==> src/rtl/qda_pkg.sv <==
// ----------------------------------------------------------------------------
// qda_pkg
// Shared types and constants of the quadrature detent accelerator.
// ----------------------------------------------------------------------------
package qda_pkg;

    localparam int LINE_W     = 2;
    localparam int TIME_W     = 32;
    localparam int POS_W      = 32;
    localparam int STEP_W     = 6;
    localparam int TIMEOUT_W  = 16;
    localparam int THRESH_W   = 8;
    localparam int MULT_W     = 5;
    localparam int FAST_W     = 8;
    localparam int OFFSET_W   = 4;
    localparam int CFG_IDX_W  = 2;
    localparam int CFG_DATA_W = 16;

    localparam logic [MULT_W-1:0]    STEP_LIMIT       = 5'd16;
    localparam logic signed [OFFSET_W-1:0] EDGES_PER_DETENT = 4'sd4;
    localparam logic [FAST_W-1:0]    FAST_MAX         = 8'd255;

    localparam logic [TIMEOUT_W-1:0] TIMEOUT_RESET    = 16'd100;
    localparam logic [THRESH_W-1:0]  THRESHOLD_RESET  = 8'd3;
    localparam logic [MULT_W-1:0]    MULTIPLIER_RESET = 5'd5;

    typedef enum logic [CFG_IDX_W-1:0] {
        REG_ACCEL_TIMEOUT    = 2'd0,
        REG_ACCEL_THRESHOLD  = 2'd1,
        REG_ACCEL_MULTIPLIER = 2'd2
    } cfg_reg_t;

    // Edge step for each {previous lines, current lines} code.
    localparam logic signed [1:0] QUAD_TABLE [16] = '{
         2'sd0, -2'sd1,  2'sd1,  2'sd0,
         2'sd1,  2'sd0,  2'sd0, -2'sd1,
        -2'sd1,  2'sd0,  2'sd0,  2'sd1,
         2'sd0,  2'sd1, -2'sd1,  2'sd0
    };

    typedef struct packed {
        logic [TIMEOUT_W-1:0] timeout_ms;
        logic [THRESH_W-1:0]  threshold;
        logic [MULT_W-1:0]    multiplier;
    } cfg_t;

    typedef struct packed {
        logic signed [STEP_W-1:0] step_value;
        logic                     step_valid;
        logic                     accelerating;
        logic signed [POS_W-1:0]  position;
    } result_t;

endpackage

==> src/rtl/qda_ifs.sv <==
// ----------------------------------------------------------------------------
// qda_ifs
// Valid/ready channels of the quadrature detent accelerator.
// ----------------------------------------------------------------------------
interface qda_sample_if;
    import qda_pkg::*;

    logic              valid;
    logic              ready;
    logic              line_a;
    logic              line_b;
    logic [TIME_W-1:0] now_ms;

    modport source (output valid, line_a, line_b, now_ms, input ready);
    modport sink (input valid, line_a, line_b, now_ms, output ready);
endinterface

interface qda_result_if;
    import qda_pkg::*;

    logic                     valid;
    logic                     ready;
    logic signed [STEP_W-1:0] step_value;
    logic                     step_valid;
    logic                     accelerating;
    logic signed [POS_W-1:0]  position;

    modport source (output valid, step_value, step_valid, accelerating, position,
                    input ready);
    modport sink (input valid, step_value, step_valid, accelerating, position,
                  output ready);
endinterface

interface qda_cfg_if;
    import qda_pkg::*;

    logic                  valid;
    logic                  ready;
    logic [CFG_IDX_W-1:0]  index;
    logic [CFG_DATA_W-1:0] data;

    modport source (output valid, index, data, input ready);
    modport sink (input valid, index, data, output ready);
endinterface

==> src/rtl/quadrature_detent_accelerator_top.sv <==
// ----------------------------------------------------------------------------
// quadrature_detent_accelerator_top
// Quadrature encoder decoder with detent stepping and step acceleration.
//
// Each sample word (A and B levels plus a millisecond timestamp) yields one
// result word: the running edge count, a detent step of +-1 (scaled by the
// multiplier and clamped to +-16 while accelerating), a step flag and the
// acceleration flag. A sample is held in an input register, decoded in a
// single pass against the decoder state and stored in the result register,
// so the block takes one sample per clock; only a stalled result register
// holds back new samples. The first sample after reset only loads the line
// state.
// ----------------------------------------------------------------------------
module quadrature_detent_accelerator_top (
    input  logic        clk,
    input  logic        rst_n,
    qda_sample_if.sink  sample,
    qda_result_if.source result,
    qda_cfg_if.sink     cfg
);
    import qda_pkg::*;

    logic              s1_valid_reg, s1_valid_next;
    logic              s1_line_a_reg;
    logic              s1_line_b_reg;
    logic [TIME_W-1:0] s1_now_reg;
    logic              out_valid_reg, out_valid_next;
    result_t           out_reg;

    logic              can_move;
    logic              accept;
    logic              commit;
    cfg_t              settings;
    result_t           core_result;

    qda_cfg u_cfg (
        .clk      (clk),
        .rst_n    (rst_n),
        .cfg      (cfg),
        .settings (settings)
    );

    qda_core u_core (
        .clk      (clk),
        .rst_n    (rst_n),
        .commit   (commit),
        .line_a   (s1_line_a_reg),
        .line_b   (s1_line_b_reg),
        .now_ms   (s1_now_reg),
        .settings (settings),
        .result   (core_result)
    );

    assign can_move     = !out_valid_reg || result.ready;
    assign sample.ready = !s1_valid_reg || can_move;
    assign accept       = sample.valid && sample.ready;
    assign commit       = s1_valid_reg && can_move;

    always_comb
    begin
        if (accept)
        begin
            s1_valid_next = 1'b1;
        end
        else if (can_move)
        begin
            s1_valid_next = 1'b0;
        end
        else
        begin
            s1_valid_next = s1_valid_reg;
        end
        out_valid_next = can_move ? s1_valid_reg : out_valid_reg;
    end

    always_ff @(posedge clk or negedge rst_n)
    begin
        if (!rst_n)
        begin
            s1_valid_reg  <= 1'b0;
            out_valid_reg <= 1'b0;
        end
        else
        begin
            s1_valid_reg  <= s1_valid_next;
            out_valid_reg <= out_valid_next;
        end
    end

    always_ff @(posedge clk)
    begin
        if (accept)
        begin
            s1_line_a_reg <= sample.line_a;
            s1_line_b_reg <= sample.line_b;
            s1_now_reg    <= sample.now_ms;
        end
        if (commit)
        begin
            out_reg <= core_result;
        end
    end

    assign result.valid        = out_valid_reg;
    assign result.step_value   = out_reg.step_value;
    assign result.step_valid   = out_reg.step_valid;
    assign result.accelerating = out_reg.accelerating;
    assign result.position     = out_reg.position;

    // A sample word taken in is always waiting in the input register next cycle.
    a_accept_loads: assert property (@(posedge clk) disable iff (!rst_n)
        accept |=> s1_valid_reg)
        else $error("accepted sample word not held in input register");

    // Hold the input word while the result register is stalled.
    a_stall_holds: assert property (@(posedge clk) disable iff (!rst_n)
        (s1_valid_reg && !can_move) |=> (s1_valid_reg && $stable(s1_now_reg)))
        else $error("input word lost during output stall");

    // No detent means a zero step; an unaccelerated detent is a single step.
    a_step_shape: assert property (@(posedge clk) disable iff (!rst_n)
        out_valid_reg |->
            ((out_reg.step_valid || out_reg.step_value == '0) &&
             (!out_reg.step_valid || out_reg.accelerating ||
              out_reg.step_value == 6'sd1 || out_reg.step_value == -6'sd1)))
        else $error("result step value inconsistent with step flags");

endmodule

==> src/rtl/qda_cfg.sv <==
// ----------------------------------------------------------------------------
// qda_cfg
// Acceleration setting registers, written through the configuration channel.
// ----------------------------------------------------------------------------
module qda_cfg (
    input  logic          clk,
    input  logic          rst_n,
    qda_cfg_if.sink       cfg,
    output qda_pkg::cfg_t settings
);
    import qda_pkg::*;

    cfg_t settings_reg;
    cfg_t settings_next;

    assign cfg.ready = 1'b1;
    assign settings  = settings_reg;

    always_comb
    begin
        settings_next = settings_reg;
        if (cfg.valid)
        begin
            case (cfg_reg_t'(cfg.index))
                REG_ACCEL_TIMEOUT:    settings_next.timeout_ms = cfg.data;
                REG_ACCEL_THRESHOLD:  settings_next.threshold  = cfg.data[THRESH_W-1:0];
                REG_ACCEL_MULTIPLIER: settings_next.multiplier = cfg.data[MULT_W-1:0];
                default:              settings_next = settings_reg;
            endcase
        end
    end

    always_ff @(posedge clk or negedge rst_n)
    begin
        if (!rst_n)
        begin
            settings_reg.timeout_ms <= TIMEOUT_RESET;
            settings_reg.threshold  <= THRESHOLD_RESET;
            settings_reg.multiplier <= MULTIPLIER_RESET;
        end
        else
        begin
            settings_reg <= settings_next;
        end
    end

endmodule

==> src/rtl/qda_core.sv <==
// ----------------------------------------------------------------------------
// qda_core
// Decoder state and the single-pass decode, detent and acceleration logic.
// ----------------------------------------------------------------------------
module qda_core (
    input  logic                       clk,
    input  logic                       rst_n,
    input  logic                       commit,
    input  logic                       line_a,
    input  logic                       line_b,
    input  logic [qda_pkg::TIME_W-1:0] now_ms,
    input  qda_pkg::cfg_t              settings,
    output qda_pkg::result_t           result
);
    import qda_pkg::*;

    logic                       primed_reg, primed_next;
    logic [LINE_W-1:0]          prev_lines_reg, prev_lines_next;
    logic [POS_W-1:0]           edge_count_reg, edge_count_next;
    // Edges moved since the last detent; stays within -3..3 between samples.
    logic signed [OFFSET_W-1:0] offset_reg, offset_next;
    logic [TIME_W-1:0]          last_ms_reg, last_ms_next;
    logic [FAST_W-1:0]          fast_reg, fast_next;
    logic                       accel_reg, accel_next;

    logic [LINE_W-1:0]          lines;
    logic signed [1:0]          edge_step;
    logic signed [OFFSET_W-1:0] offset_sum;
    logic                       detent;
    logic [TIME_W-1:0]          elapsed;
    logic                       fast;
    logic [FAST_W-1:0]          fast_inc;
    logic [MULT_W-1:0]          magnitude;
    logic [STEP_W-1:0]          mag_ext;

    assign lines      = {line_a, line_b};
    assign edge_step  = QUAD_TABLE[{prev_lines_reg, lines}];
    assign offset_sum = offset_reg + OFFSET_W'(edge_step);
    assign detent     = primed_reg &&
                        (offset_sum >= EDGES_PER_DETENT || offset_sum <= -EDGES_PER_DETENT);
    assign elapsed    = now_ms - last_ms_reg;
    assign fast       = elapsed < {{(TIME_W-TIMEOUT_W){1'b0}}, settings.timeout_ms};
    assign fast_inc   = (fast_reg == FAST_MAX) ? FAST_MAX : fast_reg + 1'b1;

    always_comb
    begin
        primed_next     = 1'b1;
        prev_lines_next = lines;
        edge_count_next = edge_count_reg;
        offset_next     = offset_reg;
        last_ms_next    = last_ms_reg;
        fast_next       = fast_reg;
        accel_next      = accel_reg;
        if (primed_reg)
        begin
            edge_count_next = edge_count_reg + POS_W'(edge_step);
            offset_next     = offset_sum;
        end
        if (detent)
        begin
            offset_next  = '0;
            last_ms_next = now_ms;
            if (fast)
            begin
                fast_next  = fast_inc;
                accel_next = accel_reg || (fast_inc >= settings.threshold);
            end
            else
            begin
                fast_next  = '0;
                accel_next = 1'b0;
            end
        end
    end

    // An unaccelerated detent is one step; clamp the accelerated step to STEP_LIMIT (16).
    always_comb
    begin
        if (!accel_next)
        begin
            magnitude = MULT_W'(1);
        end
        else if (settings.multiplier > STEP_LIMIT)
        begin
            magnitude = STEP_LIMIT;
        end
        else
        begin
            magnitude = settings.multiplier;
        end
        mag_ext = {1'b0, magnitude};
    end

    always_comb
    begin
        result.step_valid   = detent;
        result.accelerating = accel_next;
        result.position     = edge_count_next;
        if (!detent)
        begin
            result.step_value = '0;
        end
        else if (offset_sum < 0)
        begin
            result.step_value = -$signed(mag_ext);
        end
        else
        begin
            result.step_value = $signed(mag_ext);
        end
    end

    always_ff @(posedge clk or negedge rst_n)
    begin
        if (!rst_n)
        begin
            primed_reg     <= 1'b0;
            prev_lines_reg <= '0;
            edge_count_reg <= '0;
            offset_reg     <= '0;
            last_ms_reg    <= '0;
            fast_reg       <= '0;
            accel_reg      <= 1'b0;
        end
        else if (commit)
        begin
            primed_reg     <= primed_next;
            prev_lines_reg <= prev_lines_next;
            edge_count_reg <= edge_count_next;
            offset_reg     <= offset_next;
            last_ms_reg    <= last_ms_next;
            fast_reg       <= fast_next;
            accel_reg      <= accel_next;
        end
    end

endmodule

==> src/flat_wrapper.sv <==
// flat-port wrapper written by rule: the top's interface ports become plain ports
module quadrature_detent_accelerator_top_flat import qda_pkg::*;
  (clk, rst_n, sample_valid, sample_line_a, sample_line_b, sample_now_ms, sample_ready, result_valid, result_step_value, result_step_valid, result_accelerating, result_position, result_ready, cfg_valid, cfg_index, cfg_data, cfg_ready);
  qda_sample_if sample_i ();
  qda_result_if result_i ();
  qda_cfg_if cfg_i ();
  input  logic clk;
  input  logic rst_n;
  input wire logic [$bits(sample_i.valid)-1:0] sample_valid;
  input wire logic [$bits(sample_i.line_a)-1:0] sample_line_a;
  input wire logic [$bits(sample_i.line_b)-1:0] sample_line_b;
  input wire logic [$bits(sample_i.now_ms)-1:0] sample_now_ms;
  output wire logic [$bits(sample_i.ready)-1:0] sample_ready;
  output wire logic [$bits(result_i.valid)-1:0] result_valid;
  output wire logic [$bits(result_i.step_value)-1:0] result_step_value;
  output wire logic [$bits(result_i.step_valid)-1:0] result_step_valid;
  output wire logic [$bits(result_i.accelerating)-1:0] result_accelerating;
  output wire logic [$bits(result_i.position)-1:0] result_position;
  input wire logic [$bits(result_i.ready)-1:0] result_ready;
  input wire logic [$bits(cfg_i.valid)-1:0] cfg_valid;
  input wire logic [$bits(cfg_i.index)-1:0] cfg_index;
  input wire logic [$bits(cfg_i.data)-1:0] cfg_data;
  output wire logic [$bits(cfg_i.ready)-1:0] cfg_ready;
  assign sample_i.valid = sample_valid;
  assign sample_i.line_a = sample_line_a;
  assign sample_i.line_b = sample_line_b;
  assign sample_i.now_ms = sample_now_ms;
  assign sample_ready = sample_i.ready;
  assign result_valid = result_i.valid;
  assign result_step_value = result_i.step_value;
  assign result_step_valid = result_i.step_valid;
  assign result_accelerating = result_i.accelerating;
  assign result_position = result_i.position;
  assign result_i.ready = result_ready;
  assign cfg_i.valid = cfg_valid;
  assign cfg_i.index = cfg_index;
  assign cfg_i.data = cfg_data;
  assign cfg_ready = cfg_i.ready;
  quadrature_detent_accelerator_top u_core (.clk(clk), .rst_n(rst_n), .sample(sample_i), .result(result_i), .cfg(cfg_i));
endmodule
==> config.mk <==
export PLATFORM = sky130hd
export DESIGN_NAME = quadrature_detent_accelerator_top_flat
export DESIGN_NICKNAME = d
export VERILOG_FILES = /design/src/rtl/qda_pkg.sv /design/src/rtl/qda_ifs.sv /design/src/rtl/quadrature_detent_accelerator_top.sv /design/src/rtl/qda_cfg.sv /design/src/rtl/qda_core.sv /design/src/flat_wrapper.sv
export SDC_FILE = /design/constraint.sdc
export NUM_CORES = 1
export LEC_CHECK = 0
export BUFFER_PORTS_ARGS = -buffer_cell sky130_fd_sc_hd__buf_2
export CORE_MARGIN = 2
export CORE_UTILIZATION = 40
export DETAILED_ROUTE_END_ITERATION = 6
export GPL_ROUTABILITY_DRIVEN = 1
export PLACE_DENSITY = 0.57
export SYNTH_ARGS = -nofsm -noshare
export SYNTH_HDL_FRONTEND = slang
export SYNTH_SLANG_ARGS = --single-unit
==> constraint.sdc <==
create_clock -name clk -period 9.4 [get_ports clk]
set_clock_uncertainty 0.1 [all_clocks]
set_input_delay 0.94 -clock clk [delete_from_list [all_inputs] [get_ports clk]]
set_output_delay 0.94 -clock clk [all_outputs]
set_load 0.02 [all_outputs]
======== Word level (Yosys, flattened, before mapping) ========
Memories as Yosys holds them, arrays and structs flattened.
Index checks and enable logic that the tools add are counted.
storage, ports and cells
  flip-flop bits (word level) ............. 185
  memory bits (read-only) ................. 32
  input bits .............................. 57
  output and inout port bits .............. 43
  logic and storage cells ................. 69
  memories ................................ 1
memories
  memory            depth  width  read ports  clocked after Yosys merged registers in  write ports  line            RTL
  (name not given)  16     2      1           0                                        0            qda_core.sv:37  assign edge_step = QUAD_TABLE[{prev_lines_reg, lines}];
operators by class
  add/sub/neg operators ................... 5
  magnitude comparators ................... 7
  equality and inequality tests ........... 3
  multiplexer cells ....................... 14
  bitwise gates (word level) .............. 1
  reduce and logical (&&, ||, !) cells .... 18
operators with widths
  kind                                                   number
  adder 32 bit                                           1
  < comparator 32 x 16 -> 1 bit                          1
  2-to-1 mux 32 bit                                      1
  subtractor 32 bit                                      1
  2-to-1 mux 8 bit                                       2
  2-to-1 mux 5 bit                                       3
  AND reduction 2 bit                                    6
  adder 8 x 1 -> 8 bit (second input constant)           1
  == test 8 bit (second input constant)                  1
  >= comparator 8 bit                                    1
  2-to-1 mux 4 bit                                       2
  negation 5 -> 6 bit                                    1
  >= comparator 5 bit (second input constant)            1
  greater-than comparator 5 bit (second input constant)  1
  inverter 4 -> 5 bit                                    1
  adder 4 x 2 -> 4 bit                                   1
  >= comparator 4 bit (second input constant)            1
  <= comparator 4 x 3 -> 1 bit (second input constant)   1
  logical OR 1 bit                                       4
  < comparator 4 x 1 -> 1 bit (second input constant)    1
  2-to-1 mux 1 bit                                       4
  2-to-1 mux 2 bit                                       2
  nonzero test 2 bit                                     2
  logical AND 1 bit                                      3
  other kinds (4)                                        5

======== Longest topological paths before layout ========
  depth in word-level cells ............... 12
  gate-level depth with buffers ........... 26
  depth with buffers taken out ............ 25

======== By module ========
A second synthesis with hierarchy kept.
second synthesis, totals
  cells, all modules ...................... 1082
  area, all modules ....................... 11384.7 um^2
by module, submodules not included
  module                             times used  cells each  area each (um^2)  seq. area each (um^2)
  qda_core                           1           936         7941.4            2001.9
  quadrature_detent_accelerator_top  1           82          2326.0            2272.2
  qda_cfg                            1           64          1117.3            734.5

======== Least setup slack after synthesis ========
No wires, ideal clock.
  path kind ............................... flip-flop to flip-flop
  from .................................... register u_core.u_core.last_ms_reg[0]
  to ...................................... register u_core.out_reg (netlist bit u_core.result.step_value[2]) (data pin)
  arrival ................................. 4752 ps
  setup slack ............................. 4417 ps
  cell stages (with the launch flop) ...... 22
  buffers on the path ..................... 1
  period minus slack after synthesis ...... 4983 ps
  cells stage by stage .................... dfrtp_1 > ha_1 > fa_1 > nand2b_1 > a211oi_4 > o21bai_1 > a311oi_1 > xor2_1 > ha_1 > a21o_1 > a21oi_1 > o31ai_1 > a2111oi_2 > nand4_1 > or4_4 > buf_6 > a21oi_1 > ha_1 > inv_1 > and2_1 > or4_1 > nand2_1
on the way
  longest elaborated chain between the ends .. 7
ends and longest elaborated chain
  element                            line                                      RTL
  start, declared                    qda_core.sv:22                            logic [TIME_W-1:0] last_ms_reg, last_ms_next;
  start signal, assigned             qda_core.sv:131                           last_ms_reg <= last_ms_next;
  subtractor 32 bit (*)              qda_core.sv:41                            assign elapsed = now_ms - last_ms_reg;
  < comparator 32 x 16 -> 1 bit (*)  qda_core.sv:42                            assign fast = elapsed < {{(TIME_W-TIMEOUT_W){1'b0}}, settings.timeout_ms};
  2-to-1 mux 1 bit (*)               qda_core.sv:63                            if (fast)
  2-to-1 mux 1 bit (*)               qda_core.sv:59                            if (detent)
  2-to-1 mux 5 bit (*)               qda_core.sv:79                            if (!accel_next)
  negation 5 -> 6 bit                qda_core.sv:105                           result.step_value = -$signed(mag_ext);
  2-to-1 mux 5 bit (*)               qda_core.sv:103                           else if (offset_sum < 0)
  end signal, assigned               quadrature_detent_accelerator_top.sv:100  out_reg <= core_result;
  end, declared                      quadrature_detent_accelerator_top.sv:28   result_t out_reg;
Every way passes the cells marked *; elsewhere a longest branch is shown, timed or not.
A chain may end at the register's enable or synchronous reset.

======== Final worst setup path ========
  from .................................... register u_core.s1_line_b_reg
  to ...................................... register u_core.out_reg (netlist bit u_core.result.step_value[2]) (data pin)
on the way
  longest elaborated chain between the ends .. 12
  elaborated cells between the ends (all ways) .. 14
ends and longest elaborated chain
  element                                                              line                                     RTL
  start, declared                                                      quadrature_detent_accelerator_top.sv:25  logic s1_line_b_reg;
  start signal, assigned                                               quadrature_detent_accelerator_top.sv:95  s1_line_b_reg <= sample.line_b;
  inverter 4 -> 5 bit (implied by the code) (*)                        qda_core.sv:37
  memory (16 x 2 bit) (*)                                              n/a
  2-to-1 mux 2 bit (implied by the code) (*) (2 in a row)              qda_core.sv:37
  adder 4 x 2 -> 4 bit (*)                                             qda_core.sv:38                           assign offset_sum = offset_reg + OFFSET_W'(edge_step);
  >= comparator 4 bit or <= comparator 4 x 3 -> 1 bit (tied branches)  qda_core.sv:40                           (offset_sum >= EDGES_PER_DETENT || offset_sum <= -EDGES_PER_DETENT);
  logical OR 1 bit                                                     qda_core.sv:40
  logical AND 1 bit                                                    qda_core.sv:39                           assign detent = primed_reg &&
  2-to-1 mux 1 bit                                                     qda_core.sv:59
  2-to-1 mux 5 bit                                                     qda_core.sv:79
  negation 5 -> 6 bit                                                  qda_core.sv:105
  2-to-1 mux 5 bit                                                     qda_core.sv:103
Every way passes the cells marked *; elsewhere a longest branch is shown, timed or not. The select of a mux whose other input is x is not followed.

==> results.md <==
* Worst skew pair latency at 0.44 ns
* Clk buf depth at 2
* Post-Synth XOR/XNOR Area at roughly 4.7%
* Max-slew headroom at ~33%
* Status: complete, no violations
* Commonest non-fill, non-tap cell in the layout: nand2_1
* Crit start category: register
* CTS tree: done
* I/O Pins at 100
* Max_cap viols at 0
* Routed WL at roughly 24000 um
* Slew Limit Fails at 0
* Core area at 27930 sq um
* Clock transition at the registers of the reported paths at 0.07 ns
* Setup violators final at 0
* Initial antenna violation count at 0
* Final Cycle Share at between 50% and 60%
* Largest family of logic cells by synthesized area: compound AO/OA/AOI/OAI gates
* TritonCTS Sinks at about 190
* Post-synthesis sequential area ratio at between 40% and 50%
* Crit. End Element: register
* IR drop worst, VDD at 0.1711 mV
* Sequential share of power at just under 30%
* Die span in y at around 170 um
* Overall Global Routing Usage at 16.48%
* CTS H-tree depth at 4
* Post-synthesis cell type count at 82
* Global placement routability congestion at roughly 0.90
* Yosys top cell area share at 22.86%
* Syn avg cell area at 10.09 sq um
* # diodes at 0
* Multi-input gate area at roughly 6000 sq um
* Post-Synth Simple-Gate Area at 13.83%
* Number of synthesized flops with an enable pin at 74
* Leading area contributor after synthesis: dfrtp_1
* Sw Share at between 40% and 50%
* Post CTS Setup Buffer Count at 0
* Fillers at between 2000 and 3000
* Sw power at around 1.9 mW
* Vias at ~8400
* Critical Path Fanout Max at 36
* Hold buffers post-CTS at 0
* Register Area at around 5000 sq um
* Layout cell share with drive strength beyond 1 at a little under 20%
* Largest net degree at the start of global routing at 71
* Ys Warns at 0
* Yosys reg bits at approximately 190
* DRC at 0
* Nets at 1374
* Detailed Place HPWL at approximately 18000 um
* Static leakage at around 5.6 nW
* Worst Path Required at approximately 9.6 ns
* RSZ-0062 raised after global routing: no
* WL/cell at 15.02 um
* Die width at 172.7 um
* Area contributors post-synth: dfrtp_1 23%, edfxtp_1 20%, ha_1 10%, mux2_2 6.9%, nand2_1 4.3%
* FMAX at approximately 0.18 GHz
* Mapped cell area at roughly 11000 sq um
* Data arrival, critical path at between 5 and 6 ns
* Iter 0 DRT Violations at 482
* Internal power at 2.553 mW
* Post-Synth Adder-Cell Area at between 10% and 20%
* Setup TNS at 0 ns
* Via density at about 5.2
* Comb power frac at between 50% and 60%
* CTS resizes at 0
* Port-buffer cells at 98
* Post-synthesis compound-gate area fraction at between 10% and 20%
* Syn Nets at ~1300
* Initial core utilization at between 40 and 50%
* Worst-Margin Slew at about 1.0 ns
* Most frequent cells in the layout: 131 x nand2_1, 104 x dfrtp_1, 97 x buf_2
* Fin util at around 46%
* # rows at between 60 and 70
* Final Hold Viols at 0
* FFs w/ async S/R, synth at between 60% and 70%
* Post-synth top flop: dfrtp_1
* P per Cell Area at around 340 nW/um^2
* Hold WC Path Type: in2async
* DRT Pass-1 Iters at 5
* Total die area at between 20000 and 30000 sq um
* Area Growth Syn to Fin at 12.63%
* Vias in the first global route at 8028
* Syn Inst Count at approximately 1100
* First-pass GRT wire length at approximately 40000 um
* Setup Crit Path Kind: reg2reg
* Tot Pwr at between 4 and 5 mW
* Fin crit period at ~5.6 ns
* Global route overflow at 0
* Multiplexer share of the synthesized area at 7.473%
* Clock power share at between 10% and 20%
* Final antenna-violating net count at 0
* Clk root buf: clkbuf_16
* CTS buffer count at 17
## final timing paths
check                                              endpoint  cells after the start  slack [ns]                   startpoint
worst max-delay path            u_core.result.step_value[2]                     18        3.84         u_core.s1_line_b_reg
worst min-delay path                    u_core.s1_valid_reg                      1        0.39                        rst_n
worst max register to register  u_core.result.step_value[2]                     18        3.84         u_core.s1_line_b_reg
worst min register to register  u_core.u_core.offset_reg[2]                      1        0.39  u_core.u_core.offset_reg[2]
max in group asynchronous         u_core.u_cfg.settings[20]                      2        7.46                        rst_n
min in group clk                u_core.u_core.offset_reg[2]                      1        0.39  u_core.u_core.offset_reg[2]
## synthesized netlist by cell type, drive strengths merged (4+ instances only)
cell type	instances
nand2	131
dfrtp	104
o21ai	96
ha	94
inv	78
edfxtp	74
a21oi	71
mux2	70
nor2	65
xnor2	38
nand3	26
xor2	23
a21o	22
clkbuf	21
nand2b	20
o21a	14
nor3	13
and3	11
nand4	11
a211oi	10
a31oi	10
buf	10
o21bai	10
or3	8
dfstp	7
nor2b	7
or4	6
a2111oi	5
o211ai	5
a211o	4
a221oi	4
and2	4
and4	4
mux2i	4
nand3b	4
nor4b	4
## stage by stage
step	instance area (sq um)	hold slack (ns)	cells	setup slack, ns
6_report	12820	0.3888	1611	3.841
5_1_grt	12820	0.4179	1611	3.387
4_1_cts	12820	0.3929	1611	3.852
3_5_place_dp	12260	0.3764	1579	3.885
3_3_place_gp	12260	0.3683	1579	3.907
2_1_floorplan	11380	0.3560	1128	4.417
## cells by family after synthesis
logic type      Yosys count
compound gates          274
fa+ha+maj                97
xor+xnor                 61
buf+inv                 110
simple gates            325
other cells               1
flops                   185
mux                      75
## critical path, cell delays in order, from the launching register on
cell	delay [ns]
edfxtp_1	0.38
inv_1	0.08
ha_1	0.19
mux4_2	0.88
ha_1	0.44
a21o_1	0.15
a21oi_1	0.16
xor2_1	0.09
xnor2_1	0.55
nand2b_1	0.19
nand3_1	0.39
o21bai_1	0.55
o21ai_0	0.21
a21oi_1	0.18
ha_1	0.16
inv_1	0.04
and2_1	0.15
or4_1	0.46
nand2_1	0.07
## final cells by class
type	instances	share of cell area, %
clock buffer	17	3.318
clock inverter	15	1.054
inverter	79	2.313
sequential	185	39.06
timing repair buffer	104	4.196
tap	378	3.689
multi-input combinational	833	46.37
## power by group through the flow
stage,Combinational (mW),Sequential (mW),Clock (mW)
after detailed placement,2.42,1.32,0
after global placement,2.41,1.31,0
final,2.43,1.30,0.691
after CTS,2.44,1.30,0.710
after floorplan,1.79,1.41,0
after global routing,2.74,1.33,0.743
## per-layer routing
layer  vias to the layer above  global-route usage (%)  part of all wire [%]
met5                         -                       0                     0
met4                         0                   4.555                   1.5
met3                        21                   2.617                   3.6
met2                       156                   25.37                    44
met1                      3931                   24.11                    51
li1                       4243                       -                     -
Note: power is estimated with default switching activity, not from simulation.
